**src/sv/sske_pkg.sv**
```systemverilog
// Package with the item types, type codes and status codes of the sort key encoder.
package sske_pkg;

    localparam logic [63:0] SIGN64 = 64'h8000_0000_0000_0000;
    localparam logic [31:0] SIGN32 = 32'h8000_0000;

    localparam logic [7:0] MARK_FIRST = 8'h00;
    localparam logic [7:0] MARK_VALUE = 8'h01;
    localparam logic [7:0] MARK_LAST  = 8'h02;

    localparam int unsigned KEY_BYTES  = 13;
    localparam int unsigned BODY_BYTES = 12;

    typedef logic [1:0] t_status;
    localparam t_status STATUS_OK          = 2'd0;
    localparam t_status STATUS_NO_ROOM     = 2'd1;
    localparam t_status STATUS_UNSUPPORTED = 2'd2;

    typedef logic [3:0] t_func;
    localparam t_func FUNC_INT8      = 4'd0;
    localparam t_func FUNC_INT16     = 4'd1;
    localparam t_func FUNC_INT32     = 4'd2;
    localparam t_func FUNC_INT64     = 4'd3;
    localparam t_func FUNC_UINT8     = 4'd4;
    localparam t_func FUNC_UINT16    = 4'd5;
    localparam t_func FUNC_UINT32    = 4'd6;
    localparam t_func FUNC_UINT64    = 4'd7;
    localparam t_func FUNC_FLOAT     = 4'd8;
    localparam t_func FUNC_DOUBLE    = 4'd9;
    localparam t_func FUNC_TIMESTAMP = 4'd10;
    localparam t_func FUNC_INTERVAL  = 4'd11;

    typedef logic [1:0] t_cfg_index;
    localparam t_cfg_index CFG_NULLABLE    = 2'd0;
    localparam t_cfg_index CFG_NULLS_FIRST = 2'd1;
    localparam t_cfg_index CFG_ASCENDING   = 2'd2;

    typedef struct packed {
        logic [3:0]  func;
        logic [63:0] value;
        logic [31:0] value_extra;
        logic        is_null;
        logic [7:0]  room;
    } t_in_item;

    typedef struct packed {
        logic [1:0]  status;
        logic [3:0]  key_len;
        logic [63:0] key_word0;
        logic [39:0] key_word1;
    } t_out_item;

endpackage

```
**src/sv/sske_if.sv**
```systemverilog
// Handshake interfaces for the item streams and the configuration write channel.
interface sske_stream_if #(
    parameter type T = logic
);
    logic valid;
    logic ready;
    T     data;

    modport source (output valid, output data, input ready);
    modport sink (input valid, input data, output ready);
endinterface

interface sske_cfg_if;
    logic       valid;
    logic       ready;
    logic [1:0] index;
    logic       data;

    modport source (output valid, output index, output data, input ready);
    modport sink (input valid, input index, input data, output ready);
endinterface

```
**src/sv/scalar_sort_key_encoder_core.sv**
```systemverilog
// Top level of the sort key encoder: a three-stage pipeline from typed scalar to byte key.
//
// The block takes one item per clock while the output is not stalled and returns one key
// item for each, in order. A result passes through the decode, encode and assembly stages,
// which each hold one register. Every stage carries its own valid bit and moves on when the
// stage after it is empty or moving, so a stall at the output fills the bubbles in front
// of it before input is held off. Configuration writes are taken in any cycle and should
// only be made while no item is in flight.
module scalar_sort_key_encoder_core (
    input  logic                 i_clk,
    input  logic                 i_rst_n,
    sske_stream_if.sink          i_item,
    sske_stream_if.source        o_key,
    sske_cfg_if.sink             i_cfg
);
    import sske_pkg::*;

    typedef enum logic [2:0] {
        K_INT, K_UINT, K_FLOAT, K_DOUBLE, K_TS, K_INTV, K_NONE
    } t_kind;

    typedef enum logic [1:0] {W_1, W_2, W_4, W_8} t_wcode;

    typedef struct packed {
        t_status     status;
        logic [3:0]  len;
        logic        marker_only;
        logic        marker_en;
        logic [7:0]  marker;
        logic        asc;
        logic [3:0]  nbody;
        t_kind       kind;
        t_wcode      wcode;
        logic [63:0] value;
        logic [31:0] extra;
    } t_sa;

    typedef struct packed {
        t_status     status;
        logic [3:0]  len;
        logic        marker_only;
        logic        marker_en;
        logic [7:0]  marker;
        logic        asc;
        logic [3:0]  nbody;
        logic [95:0] body;
    } t_sb;

    logic      r_nullable;
    logic      r_nulls_first;
    logic      r_ascending;

    logic      r_va;
    logic      r_vb;
    logic      r_vc;
    t_sa       r_a;
    t_sa       n_a;
    t_sb       r_b;
    t_sb       n_b;
    t_out_item r_c;
    t_out_item n_c;

    logic      ready_a;
    logic      ready_b;
    logic      ready_c;

    assign ready_c      = !r_vc || o_key.ready;
    assign ready_b      = !r_vb || ready_c;
    assign ready_a      = !r_va || ready_b;
    assign i_item.ready = ready_a;
    assign o_key.valid  = r_vc;
    assign o_key.data   = r_c;
    assign i_cfg.ready  = 1'b1;

    always_ff @(posedge i_clk) begin
        if (!i_rst_n) begin
            r_nullable    <= 1'b1;
            r_nulls_first <= 1'b1;
            r_ascending   <= 1'b1;
        end else if (i_cfg.valid) begin
            unique case (i_cfg.index)
                CFG_NULLABLE:    r_nullable    <= i_cfg.data;
                CFG_NULLS_FIRST: r_nulls_first <= i_cfg.data;
                CFG_ASCENDING:   r_ascending   <= i_cfg.data;
                default: begin
                end
            endcase
        end
    end

    // Decode stage: type, body length, room check and null marker.
    always_comb begin
        t_in_item   it;
        logic [3:0] total;
        it    = i_item.data;
        n_a   = '0;
        n_a.value = it.value;
        n_a.extra = it.value_extra;
        n_a.asc   = r_ascending;
        n_a.marker_en = r_nullable;
        n_a.wcode = t_wcode'(it.func[1:0]);
        n_a.kind  = K_NONE;
        unique case (it.func)
            FUNC_INT8, FUNC_INT16, FUNC_INT32, FUNC_INT64: begin
                n_a.kind  = K_INT;
                n_a.nbody = 4'd1 << it.func[1:0];
            end
            FUNC_UINT8, FUNC_UINT16, FUNC_UINT32, FUNC_UINT64: begin
                n_a.kind  = K_UINT;
                n_a.nbody = 4'd1 << it.func[1:0];
            end
            FUNC_FLOAT: begin
                n_a.kind  = K_FLOAT;
                n_a.wcode = W_4;
                n_a.nbody = 4'd4;
            end
            FUNC_DOUBLE: begin
                n_a.kind  = K_DOUBLE;
                n_a.wcode = W_8;
                n_a.nbody = 4'd8;
            end
            FUNC_TIMESTAMP: begin
                n_a.kind  = K_TS;
                n_a.wcode = W_8;
                n_a.nbody = 4'd10;
            end
            FUNC_INTERVAL: begin
                n_a.kind  = K_INTV;
                n_a.wcode = W_8;
                n_a.nbody = 4'd12;
            end
            default: begin
                n_a.kind  = K_NONE;
                n_a.nbody = 4'd0;
            end
        endcase
        total      = {3'b000, r_nullable} + n_a.nbody;
        n_a.marker = MARK_VALUE;
        if (it.room == 8'd0) begin
            n_a.status = STATUS_NO_ROOM;
        end else if (r_nullable && it.is_null) begin
            n_a.status      = STATUS_OK;
            n_a.len         = 4'd1;
            n_a.marker_only = 1'b1;
            n_a.marker      = r_nulls_first ? MARK_FIRST : MARK_LAST;
        end else if (n_a.kind == K_NONE) begin
            n_a.status = STATUS_UNSUPPORTED;
        end else if ({4'b0000, total} > it.room) begin
            n_a.status = STATUS_NO_ROOM;
        end else begin
            n_a.status = STATUS_OK;
            n_a.len    = total;
        end
    end

    // Encode stage: order-preserving transform and left justification of the body.
    always_comb begin
        logic [63:0] main;
        logic [63:0] lj;
        logic [31:0] tail;
        logic [31:0] f32;
        logic [63:0] f64;
        main = '0;
        tail = '0;
        f32  = (r_a.value[31:0] == SIGN32) ? 32'd0 : r_a.value[31:0];
        f64  = (r_a.value == SIGN64) ? 64'd0 : r_a.value;
        unique case (r_a.kind)
            K_INT: begin
                unique case (r_a.wcode)
                    W_1: main = {56'd0, r_a.value[7:0] ^ 8'h80};
                    W_2: main = {48'd0, r_a.value[15:0] ^ 16'h8000};
                    W_4: main = {32'd0, r_a.value[31:0] ^ SIGN32};
                    W_8: main = r_a.value ^ SIGN64;
                    default: main = '0;
                endcase
            end
            K_UINT: main = r_a.value;
            K_FLOAT: main = {32'd0, f32[31] ? ~f32 : (f32 | SIGN32)};
            K_DOUBLE: main = f64[63] ? ~f64 : (f64 | SIGN64);
            K_TS: begin
                main = r_a.value ^ SIGN64;
                tail = {r_a.extra[15:0], 16'd0};
            end
            K_INTV: begin
                main = r_a.value ^ SIGN64;
                tail = r_a.extra ^ SIGN32;
            end
            default: main = '0;
        endcase
        unique case (r_a.wcode)
            W_1: lj = {main[7:0], 56'd0};
            W_2: lj = {main[15:0], 48'd0};
            W_4: lj = {main[31:0], 32'd0};
            W_8: lj = main;
            default: lj = main;
        endcase
        n_b.status      = r_a.status;
        n_b.len         = r_a.len;
        n_b.marker_only = r_a.marker_only;
        n_b.marker_en   = r_a.marker_en;
        n_b.marker      = r_a.marker;
        n_b.asc         = r_a.asc;
        n_b.nbody       = r_a.nbody;
        n_b.body        = {lj, tail};
    end

    // Assembly stage: descending inversion, marker placement and zeroing on error.
    always_comb begin
        logic [95:0]  mask;
        logic [95:0]  body;
        logic [103:0] key;
        for (int i = 0; i < BODY_BYTES; i++) begin
            mask[95 - 8*i -: 8] = (4'(i) < r_b.nbody) ? 8'hFF : 8'h00;
        end
        body = r_b.body ^ (r_b.asc ? 96'd0 : mask);
        if (r_b.status != STATUS_OK) begin
            key = '0;
        end else if (r_b.marker_only) begin
            key = {r_b.marker, 96'd0};
        end else if (r_b.marker_en) begin
            key = {r_b.marker, body};
        end else begin
            key = {body, 8'd0};
        end
        n_c.status    = r_b.status;
        n_c.key_len   = (r_b.status == STATUS_OK) ? r_b.len : 4'd0;
        n_c.key_word0 = key[103:40];
        n_c.key_word1 = key[39:0];
    end

    always_ff @(posedge i_clk) begin
        if (!i_rst_n) begin
            r_va <= 1'b0;
            r_vb <= 1'b0;
            r_vc <= 1'b0;
        end else begin
            if (ready_a) begin
                r_va <= i_item.valid;
            end
            if (ready_b) begin
                r_vb <= r_va;
            end
            if (ready_c) begin
                r_vc <= r_vb;
            end
        end
    end

    always_ff @(posedge i_clk) begin
        if (ready_a) begin
            r_a <= n_a;
        end
        if (ready_b) begin
            r_b <= n_b;
        end
        if (ready_c) begin
            r_c <= n_c;
        end
    end

endmodule
```
**src/flat_wrapper.sv**
```systemverilog
// flat-port wrapper written by rule: the top's interface ports become plain ports
module scalar_sort_key_encoder_core_flat import sske_pkg::*;
  (i_clk, i_rst_n, i_item_valid, i_item_data, i_item_ready, o_key_valid, o_key_data, o_key_ready, i_cfg_valid, i_cfg_index, i_cfg_data, i_cfg_ready);
  sske_stream_if i_item_i ();
  sske_stream_if o_key_i ();
  sske_cfg_if i_cfg_i ();
  input  logic i_clk;
  input  logic i_rst_n;
  input wire logic [$bits(i_item_i.valid)-1:0] i_item_valid;
  input wire logic [$bits(i_item_i.data)-1:0] i_item_data;
  output wire logic [$bits(i_item_i.ready)-1:0] i_item_ready;
  output wire logic [$bits(o_key_i.valid)-1:0] o_key_valid;
  output wire logic [$bits(o_key_i.data)-1:0] o_key_data;
  input wire logic [$bits(o_key_i.ready)-1:0] o_key_ready;
  input wire logic [$bits(i_cfg_i.valid)-1:0] i_cfg_valid;
  input wire logic [$bits(i_cfg_i.index)-1:0] i_cfg_index;
  input wire logic [$bits(i_cfg_i.data)-1:0] i_cfg_data;
  output wire logic [$bits(i_cfg_i.ready)-1:0] i_cfg_ready;
  assign i_item_i.valid = i_item_valid;
  assign i_item_i.data = i_item_data;
  assign i_item_ready = i_item_i.ready;
  assign o_key_valid = o_key_i.valid;
  assign o_key_data = o_key_i.data;
  assign o_key_i.ready = o_key_ready;
  assign i_cfg_i.valid = i_cfg_valid;
  assign i_cfg_i.index = i_cfg_index;
  assign i_cfg_i.data = i_cfg_data;
  assign i_cfg_ready = i_cfg_i.ready;
  scalar_sort_key_encoder_core u_core (.i_clk(i_clk), .i_rst_n(i_rst_n), .i_item(i_item_i), .o_key(o_key_i), .i_cfg(i_cfg_i));
endmodule
```
**config.mk**
```make
export PLATFORM = sky130hd
export DESIGN_NAME = scalar_sort_key_encoder_core_flat
export DESIGN_NICKNAME = d
export VERILOG_FILES = /design/src/sv/sske_pkg.sv /design/src/sv/sske_if.sv /design/src/sv/scalar_sort_key_encoder_core.sv /design/src/flat_wrapper.sv
export SDC_FILE = /design/constraint.sdc
export NUM_CORES = 1
export LEC_CHECK = 0
export ABC_AREA = 1
export BUFFER_PORTS_ARGS = -buffer_cell sky130_fd_sc_hd__buf_4
export CAP_MARGIN = 20
export CORE_AREA = 2 2 39 41
export CTS_CLUSTER_DIAMETER = 40
export DETAILED_ROUTE_END_ITERATION = 16
export DIE_AREA = 0 0 41 43
export SYNTH_ARGS = -nofsm -noshare
export SYNTH_HDL_FRONTEND = slang
export SYNTH_SLANG_ARGS = --single-unit
```
**constraint.sdc**
```tcl
create_clock -name i_clk -period 0.9 [get_ports i_clk]
set_clock_uncertainty 0.15 [all_clocks]
set_input_delay 0.045 -clock i_clk [delete_from_list [all_inputs] [get_ports i_clk]]
set_output_delay 0.045 -clock i_clk [all_outputs]
set_load 0.005 [all_outputs]
```
== Yosys cells after proc, flatten, opt, wreduce, memory -nomap -nowiden ==
Index checks and enable logic that the tools add are counted.
Storage, ports and cells
  bits of input ports: 9
  flip-flop bits (word level): 3
  output and inout bits: 4
Cells by class
  reductions and logical operators: 6
Operators with widths (count)
  $logic_not A1 Y1: 3
  $logic_or A1 B1 Y1: 3

== Depth between registers and ports, before layout ==
Gate-level depths: netlist (run 1).
  depth in word-level cells: 4
  mapped depth: 3
  mapped depth without buffers: 3

== Least setup slack after synthesis (run 1) ==
Ideal clock, no wire load.
  path type: register to register
  start point: register u_core.r_vc, in the netlist u_core.o_key.valid
  end point: register u_core.r_va
  period minus slack after synthesis: 0.841 ns
  library setup time: 0.066 ns
  cell stages (with the launch flop): 3
  buffers on the path: 0
  data required time: 0.684 ns
  data arrival time: 0.625 ns
  slack: 0.059 ns
  cells stage by stage: dfxtp_1 > nand4_2 > a21oi_2
Between the ends
  word-level cells in the longest chain between the ends: 4
RTL lines
  start, declared: line scalar_sort_key_encoder_core.sv:55  | logic r_vc;
  start signal, assigned: line scalar_sort_key_encoder_core.sv:244  | r_vc <= r_vb;
  $logic_not A1 Y1: line scalar_sort_key_encoder_core.sv:67  | assign ready_c = !r_vc || o_key.ready;
  $logic_or A1 B1 Y1: line scalar_sort_key_encoder_core.sv:67
  $logic_or A1 B1 Y1: line scalar_sort_key_encoder_core.sv:68  | assign ready_b = !r_vb || ready_c;
  $logic_or A1 B1 Y1: line scalar_sort_key_encoder_core.sv:69  | assign ready_a = !r_va || ready_b;
  net i_item_ready: line flat_wrapper.sv:11  | output wire logic [$bits(i_item_i.ready)-1:0] i_item_ready;
  end signal, assigned: line scalar_sort_key_encoder_core.sv:238  | r_va <= i_item.valid;
  end, declared: line scalar_sort_key_encoder_core.sv:53  | logic r_va;
The timed path passes the listed nets, and every way through them passes these cells.
A chain may end at the register's enable or synchronous reset.

== Worst setup path in the final report (run 1) ==
  start point: register u_core.r_vb
  end point: output i_item_ready
Between the ends
  word-level cells in the longest chain between the ends: 3
RTL lines
  start, declared: line scalar_sort_key_encoder_core.sv:54  | logic r_vb;
  start signal, assigned: line scalar_sort_key_encoder_core.sv:241  | r_vb <= r_va;
  $logic_not A1 Y1: line scalar_sort_key_encoder_core.sv:68
  $logic_or A1 B1 Y1: line scalar_sort_key_encoder_core.sv:68
  $logic_or A1 B1 Y1: line scalar_sort_key_encoder_core.sv:69
  end, declared: line flat_wrapper.sv:11
No other way between the ends.

==> impl_metrics.json, run 1 <==
{
  "ys_ff_latch": 3,
  "path_class": "reg2out",
  "tns_ns": -0.184,
  "antennaDiodeCount": 0,
  "r2r_start": "u_core.r_vb",
  "hold_slack_ns": -0.0135,
  "rsz0062_at_grt": "yes",
  "min_path_cells": 4,
  "synthArstFlopShare": 0,
  "routed-via-count": 137,
  "leakage_nw": 0.132,
  "grt_start_max_net_pins": 4,
  "ys_types": 9,
  "syn_nets": 26,
  "reg2reg_depth": 3,
  "dr.pass1.iters": 1,
  "drt_iter0_markers": 0,
  "ys_seq_area_frac": 0.436,
  "violations": "negative hold slack, negative setup slack",
  "final_nets": 39,
  "cts.sinks": 3,
  "coreArea_mm2": 0.00138,
  "io_buffers": 5,
  "cp_max_fo": 2,
  "crit_chain": "nand4_4 -> buf_6",
  "numCtsBuffers": 3,
  "cap_violations": 0,
  "start_util": 0.0995,
  "cp-endpoint": "i_item_ready",
  "hold_violations": 1,
  "rows": 14,
  "r2r-end": "u_core.r_va",
  "drive_gt1_frac": 0.586,
  "io_pins": 13,
  "yosys-top-cells-area": "dfxtp_1, buf_4, inv_1",
  "dp_slack_ns": 0.0495,
  "netlist.top_cell.by_area": "dfxtp_1",
  "vdd_drop_max_v": 0.000246,
  "grt_pass1_wl_um": 517,
  "min_period_ns": 0.992,
  "synthCells": 17,
  "finalSetupViolations": 2,
  "power_density_mw_per_mm2": 1540,
  "die_h_um": 43,
  "finalPower_w": 0.000424,
  "netlist_area_um2": 138,
  "die_area_mm2": 0.00176,
  "start_kind": "flip-flop",
  "cp_data_required_time_ns": 0.70,
  "place.gp.congestion": 0.504,
  "cp-end-kind": "primary output",
  "cts_tree": "yes",
  "slowest_stage": "dfxtp_2",
  "yosys_warnings": 0,
  "drt_wl_total_um": 302,
  "hold_path_class": "in2reg",
  "clk_path_buf_depth": 2,
  "chipWidth_um": 41,
  "cts.clk_slew.worst_paths_ns": 0.04,
  "htreeDepth": 1,
  "vias_per_cell": 3.04,
  "root_buffer": "clkbuf_4",
  "setup_slack_ns": -0.0920,
  "track_usage": 0.0541,
  "reg2reg_slack_ns": 0,
  "synth_edf_count": 0,
  "grt_pass1_vias": 144,
  "max_stage_delay_ns": 0.34,
  "period_share": 1.10,
  "synth_top_area_share": 0.436,
  "syn-mean-instance-area_um2": 8.10,
  "ant_nets": 0,
  "cp_data_arrival_time_ns": 0.80,
  "fmax_mhz": 1010,
  "status": "complete, but fails checks",
  "yosysMostFrequentCell": "inv_1",
  "avgRoutedWirePerCell_um": 6.71,
  "drc": 0,
  "fill_cells": 165,
  "syn_to_final_growth_pct": 100,
  "overflow": 0,
  "clk_latency_ns": 0.23,
  "antenna_found_initial": 0,
  "slew_viol_final": 0,
  "startpoint": "u_core.r_vb",
  "ys.flop_type": "dfxtp_1",
  "yosys-top-cells-count": "inv_1, dfxtp_1, a21oi_1, buf_4, conb_1"
}
-- cell type report --
type | count | area [um2] | share of cell area
Clock buffer | 4 | 26.3 | 0.0955
Inverter | 4 | 15.0 | 0.0545
Multi-Input combinational cell | 8 | 56.3 | 0.205
Sequential cell | 3 | 66.3 | 0.241
Tap cell | 16 | 20.0 | 0.0727
Timing Repair Buffer | 10 | 91.3 | 0.332
-- cell usage in the layout, fill, tap and decap left out, drive strengths merged --
master | synthesis | routed
buf | 2 | 8
inv | 4 | 4
clkbuf | 0 | 4
a21oi | 3 | 3
dfxtp | 3 | 3
conb | 2 | 2
dlygate4sd3 | 0 | 2
nand4 | 1 | 1
nor2 | 1 | 1
nand3 | 1 | 1
-- sequential cells by signal, indices dropped and copies added (netlist names) --
register,flops
u_core.o_key.valid,1
u_core.r_va,1
u_core.r_vb,1
-- worst min-delay path by stage --
stage                 startpoint                  to  slack, ns
floorplan           i_item_valid         u_core.r_va       0.04
global placement         i_rst_n  u_core.o_key.valid       0.16
detailed placement       i_rst_n         u_core.r_va       0.16
CTS                  o_key_ready         u_core.r_vb      -0.02
global route         o_key_ready         u_core.r_vb      0.007
finish               o_key_ready         u_core.r_vb      -0.01
-- report_power, final --
part | switching, W | internal [W] | total (W)
Combinational | 0.0000167 | 0.0000272 | 0.0000438
Sequential | 0.00000681 | 0.000139 | 0.000146
Clock | 0.0000682 | 0.000166 | 0.000234
-- what timing repair did --
action / 4_1_cts / 5_1_grt
hold buffers: 2 / 0
gates cloned: 0 / 0
endpoints found under the setup margin: 2 / 5
setup buffers: 3 / 0
pin swaps: 1 / 0
gates resized for setup: 7 / 2
endpoints found under the hold margin: 3 / 0
-- layer usage --
metal / routed length (um) / vias to the layer above / GRT usage
li1: - / 71 / -
met1: 119 / 59 / 0.0478
met2: 136 / 7 / 0.0563
met3: 46 / 0 / 0.0628
met4: 0 / 0 / 0.0600
met5: 0 / - / 0
-- kinds of logic (layout without fill, tap and decap cells) --
kind of cell | Yosys count | count (layout) | synth area share
buffers and inverters | 6 | 18 | 0.218
flip-flops | 3 | 3 | 0.436
AO/OA/AOI/OAI | 3 | 3 | 0.136
AND/OR/NAND/NOR | 3 | 3 | 0.154
other | 2 | 2 | 0.0546
-- through the flow --
step | area, um2 | utilization | cells | hold slack [ns]
after global placement | 180 | 0.130 | 36 | 0.155
after CTS | 273 | 0.197 | 45 | -0.0245
after floorplan | 138 | - | 17 | 0.0393
after global routing | 275 | 0.199 | 45 | 0.00672
final | 275 | 0.199 | 45 | -0.0135
after detailed placement | 180 | 0.130 | 36 | 0.160
-- critical path, delay by kind of cell, from the launching register on --
kind	cells	cell delay, ns
buffers and inverters	1	0.12
flip-flops	1	0.34
AND/OR/NAND/NOR	1	0.10
Power figures use the tool's default switching activity.
==> inputs of run 2 (changes only) <==
--- a/config.mk
+++ b/config.mk
@@ -6,7 +6,7 @@
 export NUM_CORES = 1
 export LEC_CHECK = 0
 export ABC_AREA = 1
-export BUFFER_PORTS_ARGS = -buffer_cell sky130_fd_sc_hd__buf_4
+export BUFFER_PORTS_ARGS = -buffer_cell sky130_fd_sc_hd__buf_2
 export CAP_MARGIN = 20
 export CORE_AREA = 2 2 39 41
 export CTS_CLUSTER_DIAMETER = 40
==> run 2 against run 1 <==
The flow still finishes with violations (negative hold slack, negative setup slack). Die area unchanged. Register-to-register slack hardly changed. Core utilization fell by 0.72 points. Global-route usage fell by 1.2 points. Sequential cell count unchanged. Largest power group unchanged. Sequential power about the same. Combinational power decreased by 8.7%.
==> impl_metrics.json, run 2 (synthesis results as in run 1) <==
{
  "cap_violations": 0,
  "vdd_drop_max_v": 0.000344,
  "clk_latency_ns": 0.23,
  "drt_iter0_markers": 0,
  "start_util": 0.0995,
  "start_kind": "flip-flop",
  "coreArea_mm2": 0.00138,
  "finalSetupViolations": 4,
  "violations": "negative hold slack, negative setup slack",
  "fill_cells": 159,
  "grt_start_max_net_pins": 4,
  "drive_gt1_frac": 0.586,
  "fin_cells": 45,
  "path_class": "reg2out",
  "setup_slack_ns": -0.0968,
  "final_nets": 39,
  "ant_nets": 0,
  "rows": 14,
  "cp_data_arrival_time_ns": 0.80,
  "cp-end-kind": "primary output",
  "power_density_mw_per_mm2": 1590,
  "hold_violations": 1,
  "postCtsHoldBufs": 2,
  "syn_to_final_growth_pct": 92.7,
  "numCtsBuffers": 3,
  "final_cell_mix": "inv_1, clkbuf_4, buf_2, buf_6, dfxtp_2",
  "leakage_nw": 0.129,
  "io_buffers": 5,
  "grt_pass1_vias": 120,
  "cts.clk_slew.worst_paths_ns": 0.04,
  "cp_max_fo": 2,
  "utilization": 0.192,
  "place.gp.congestion": 0.535,
  "io_pins": 13,
  "routed-via-count": 133,
  "min_period_ns": 0.997,
  "hold_path_class": "in2reg",
  "track_usage": 0.0421,
  "die_h_um": 43,
  "hold_slack_ns": -0.0194,
  "antennaDiodeCount": 0,
  "die_area_mm2": 0.00176,
  "root_buffer": "clkbuf_4",
  "status": "complete, but fails checks",
  "overflow": 0,
  "slew_viol_final": 0,
  "cp_data_required_time_ns": 0.70,
  "dr.pass1.iters": 1,
  "fmax_mhz": 1000,
  "post-place-cells": 36,
  "drc": 0,
  "avgRoutedWirePerCell_um": 6.13,
  "chipWidth_um": 41,
  "antenna_found_initial": 0,
  "vias_per_cell": 2.96,
  "clk_path_buf_depth": 2,
  "rsz0062_at_grt": "yes",
  "period_share": 1.11,
  "htreeDepth": 1,
  "cts.sinks": 3,
  "cts_tree": "yes",
  "drt_wl_total_um": 276,
  "grt_pass1_wl_um": 407
}
-- run 2: power breakdown --
part	total [W]	switching (W)	leakage (nW)	internal (W)
sequential	0.000148	0.00000648	0.0258	0.000141
combinational	0.0000400	0.0000164	0.0885	0.0000236
clock	0.000235	0.0000687	0.0150	0.000166
-- run 2: area by class of cell --
class,instances,area (um2),share of cell area
Timing Repair Buffer,10,83.8,0.316
Sequential cell,3,63.8,0.241
Multi-Input combinational cell,8,56.3,0.212
Inverter,4,15.0,0.0566
Tap cell,16,20.0,0.0755
Clock buffer,4,26.3,0.0991
-- run 2: worst max-delay path, cell delays in order (launching register included) --
cell and delay, ns:
dfxtp_2 0.34, nand4_4 0.10, buf_6 0.13
-- run 2: layer usage --
metal | routed length [um] | global-route usage | share of wire
met2 | 120 | 0.0469 | 0.43
met5 | 0 | 0 | 0
met3 | 39 | 0.0471 | 0.14
met1 | 116 | 0.0383 | 0.42
met4 | 0 | 0.0400 | 0
-- run 2: final timing paths --
kind / from / to / slack (ns) / depth (start not counted)
max: u_core.r_vb / i_item_ready / -0.1 / 2
min: o_key_ready / u_core.r_vb / -0.02 / 4
max reg2reg: u_core.r_vb / u_core.r_va / 0 / 3
min reg2reg: u_core.r_va / u_core.r_vb / 0.32 / 2
-- run 2: stage by stage --
step                instance area [um2]  total power, W  TNS (ns)  setup WS, ns  hold WS, ns
floorplan                           138        0.000166         0        0.0590       0.0393
detailed placement                  168        0.000169         0        0.0699        0.157
global placement                    168        0.000169         0        0.0649        0.155
global route                        265        0.000457    -0.322        -0.128     -0.00683
CTS                                 265        0.000439    -0.196        -0.104      -0.0312
finish                              265        0.000423    -0.173       -0.0968      -0.0194
-- run 2: timing repair --
action,in CTS,in global routing
setup buffers,3,0
pin swaps,1,0
cloned,0,0
endpoints found under the hold margin,3,1
gates resized for setup,7,1
setup endpoints to repair,2,5
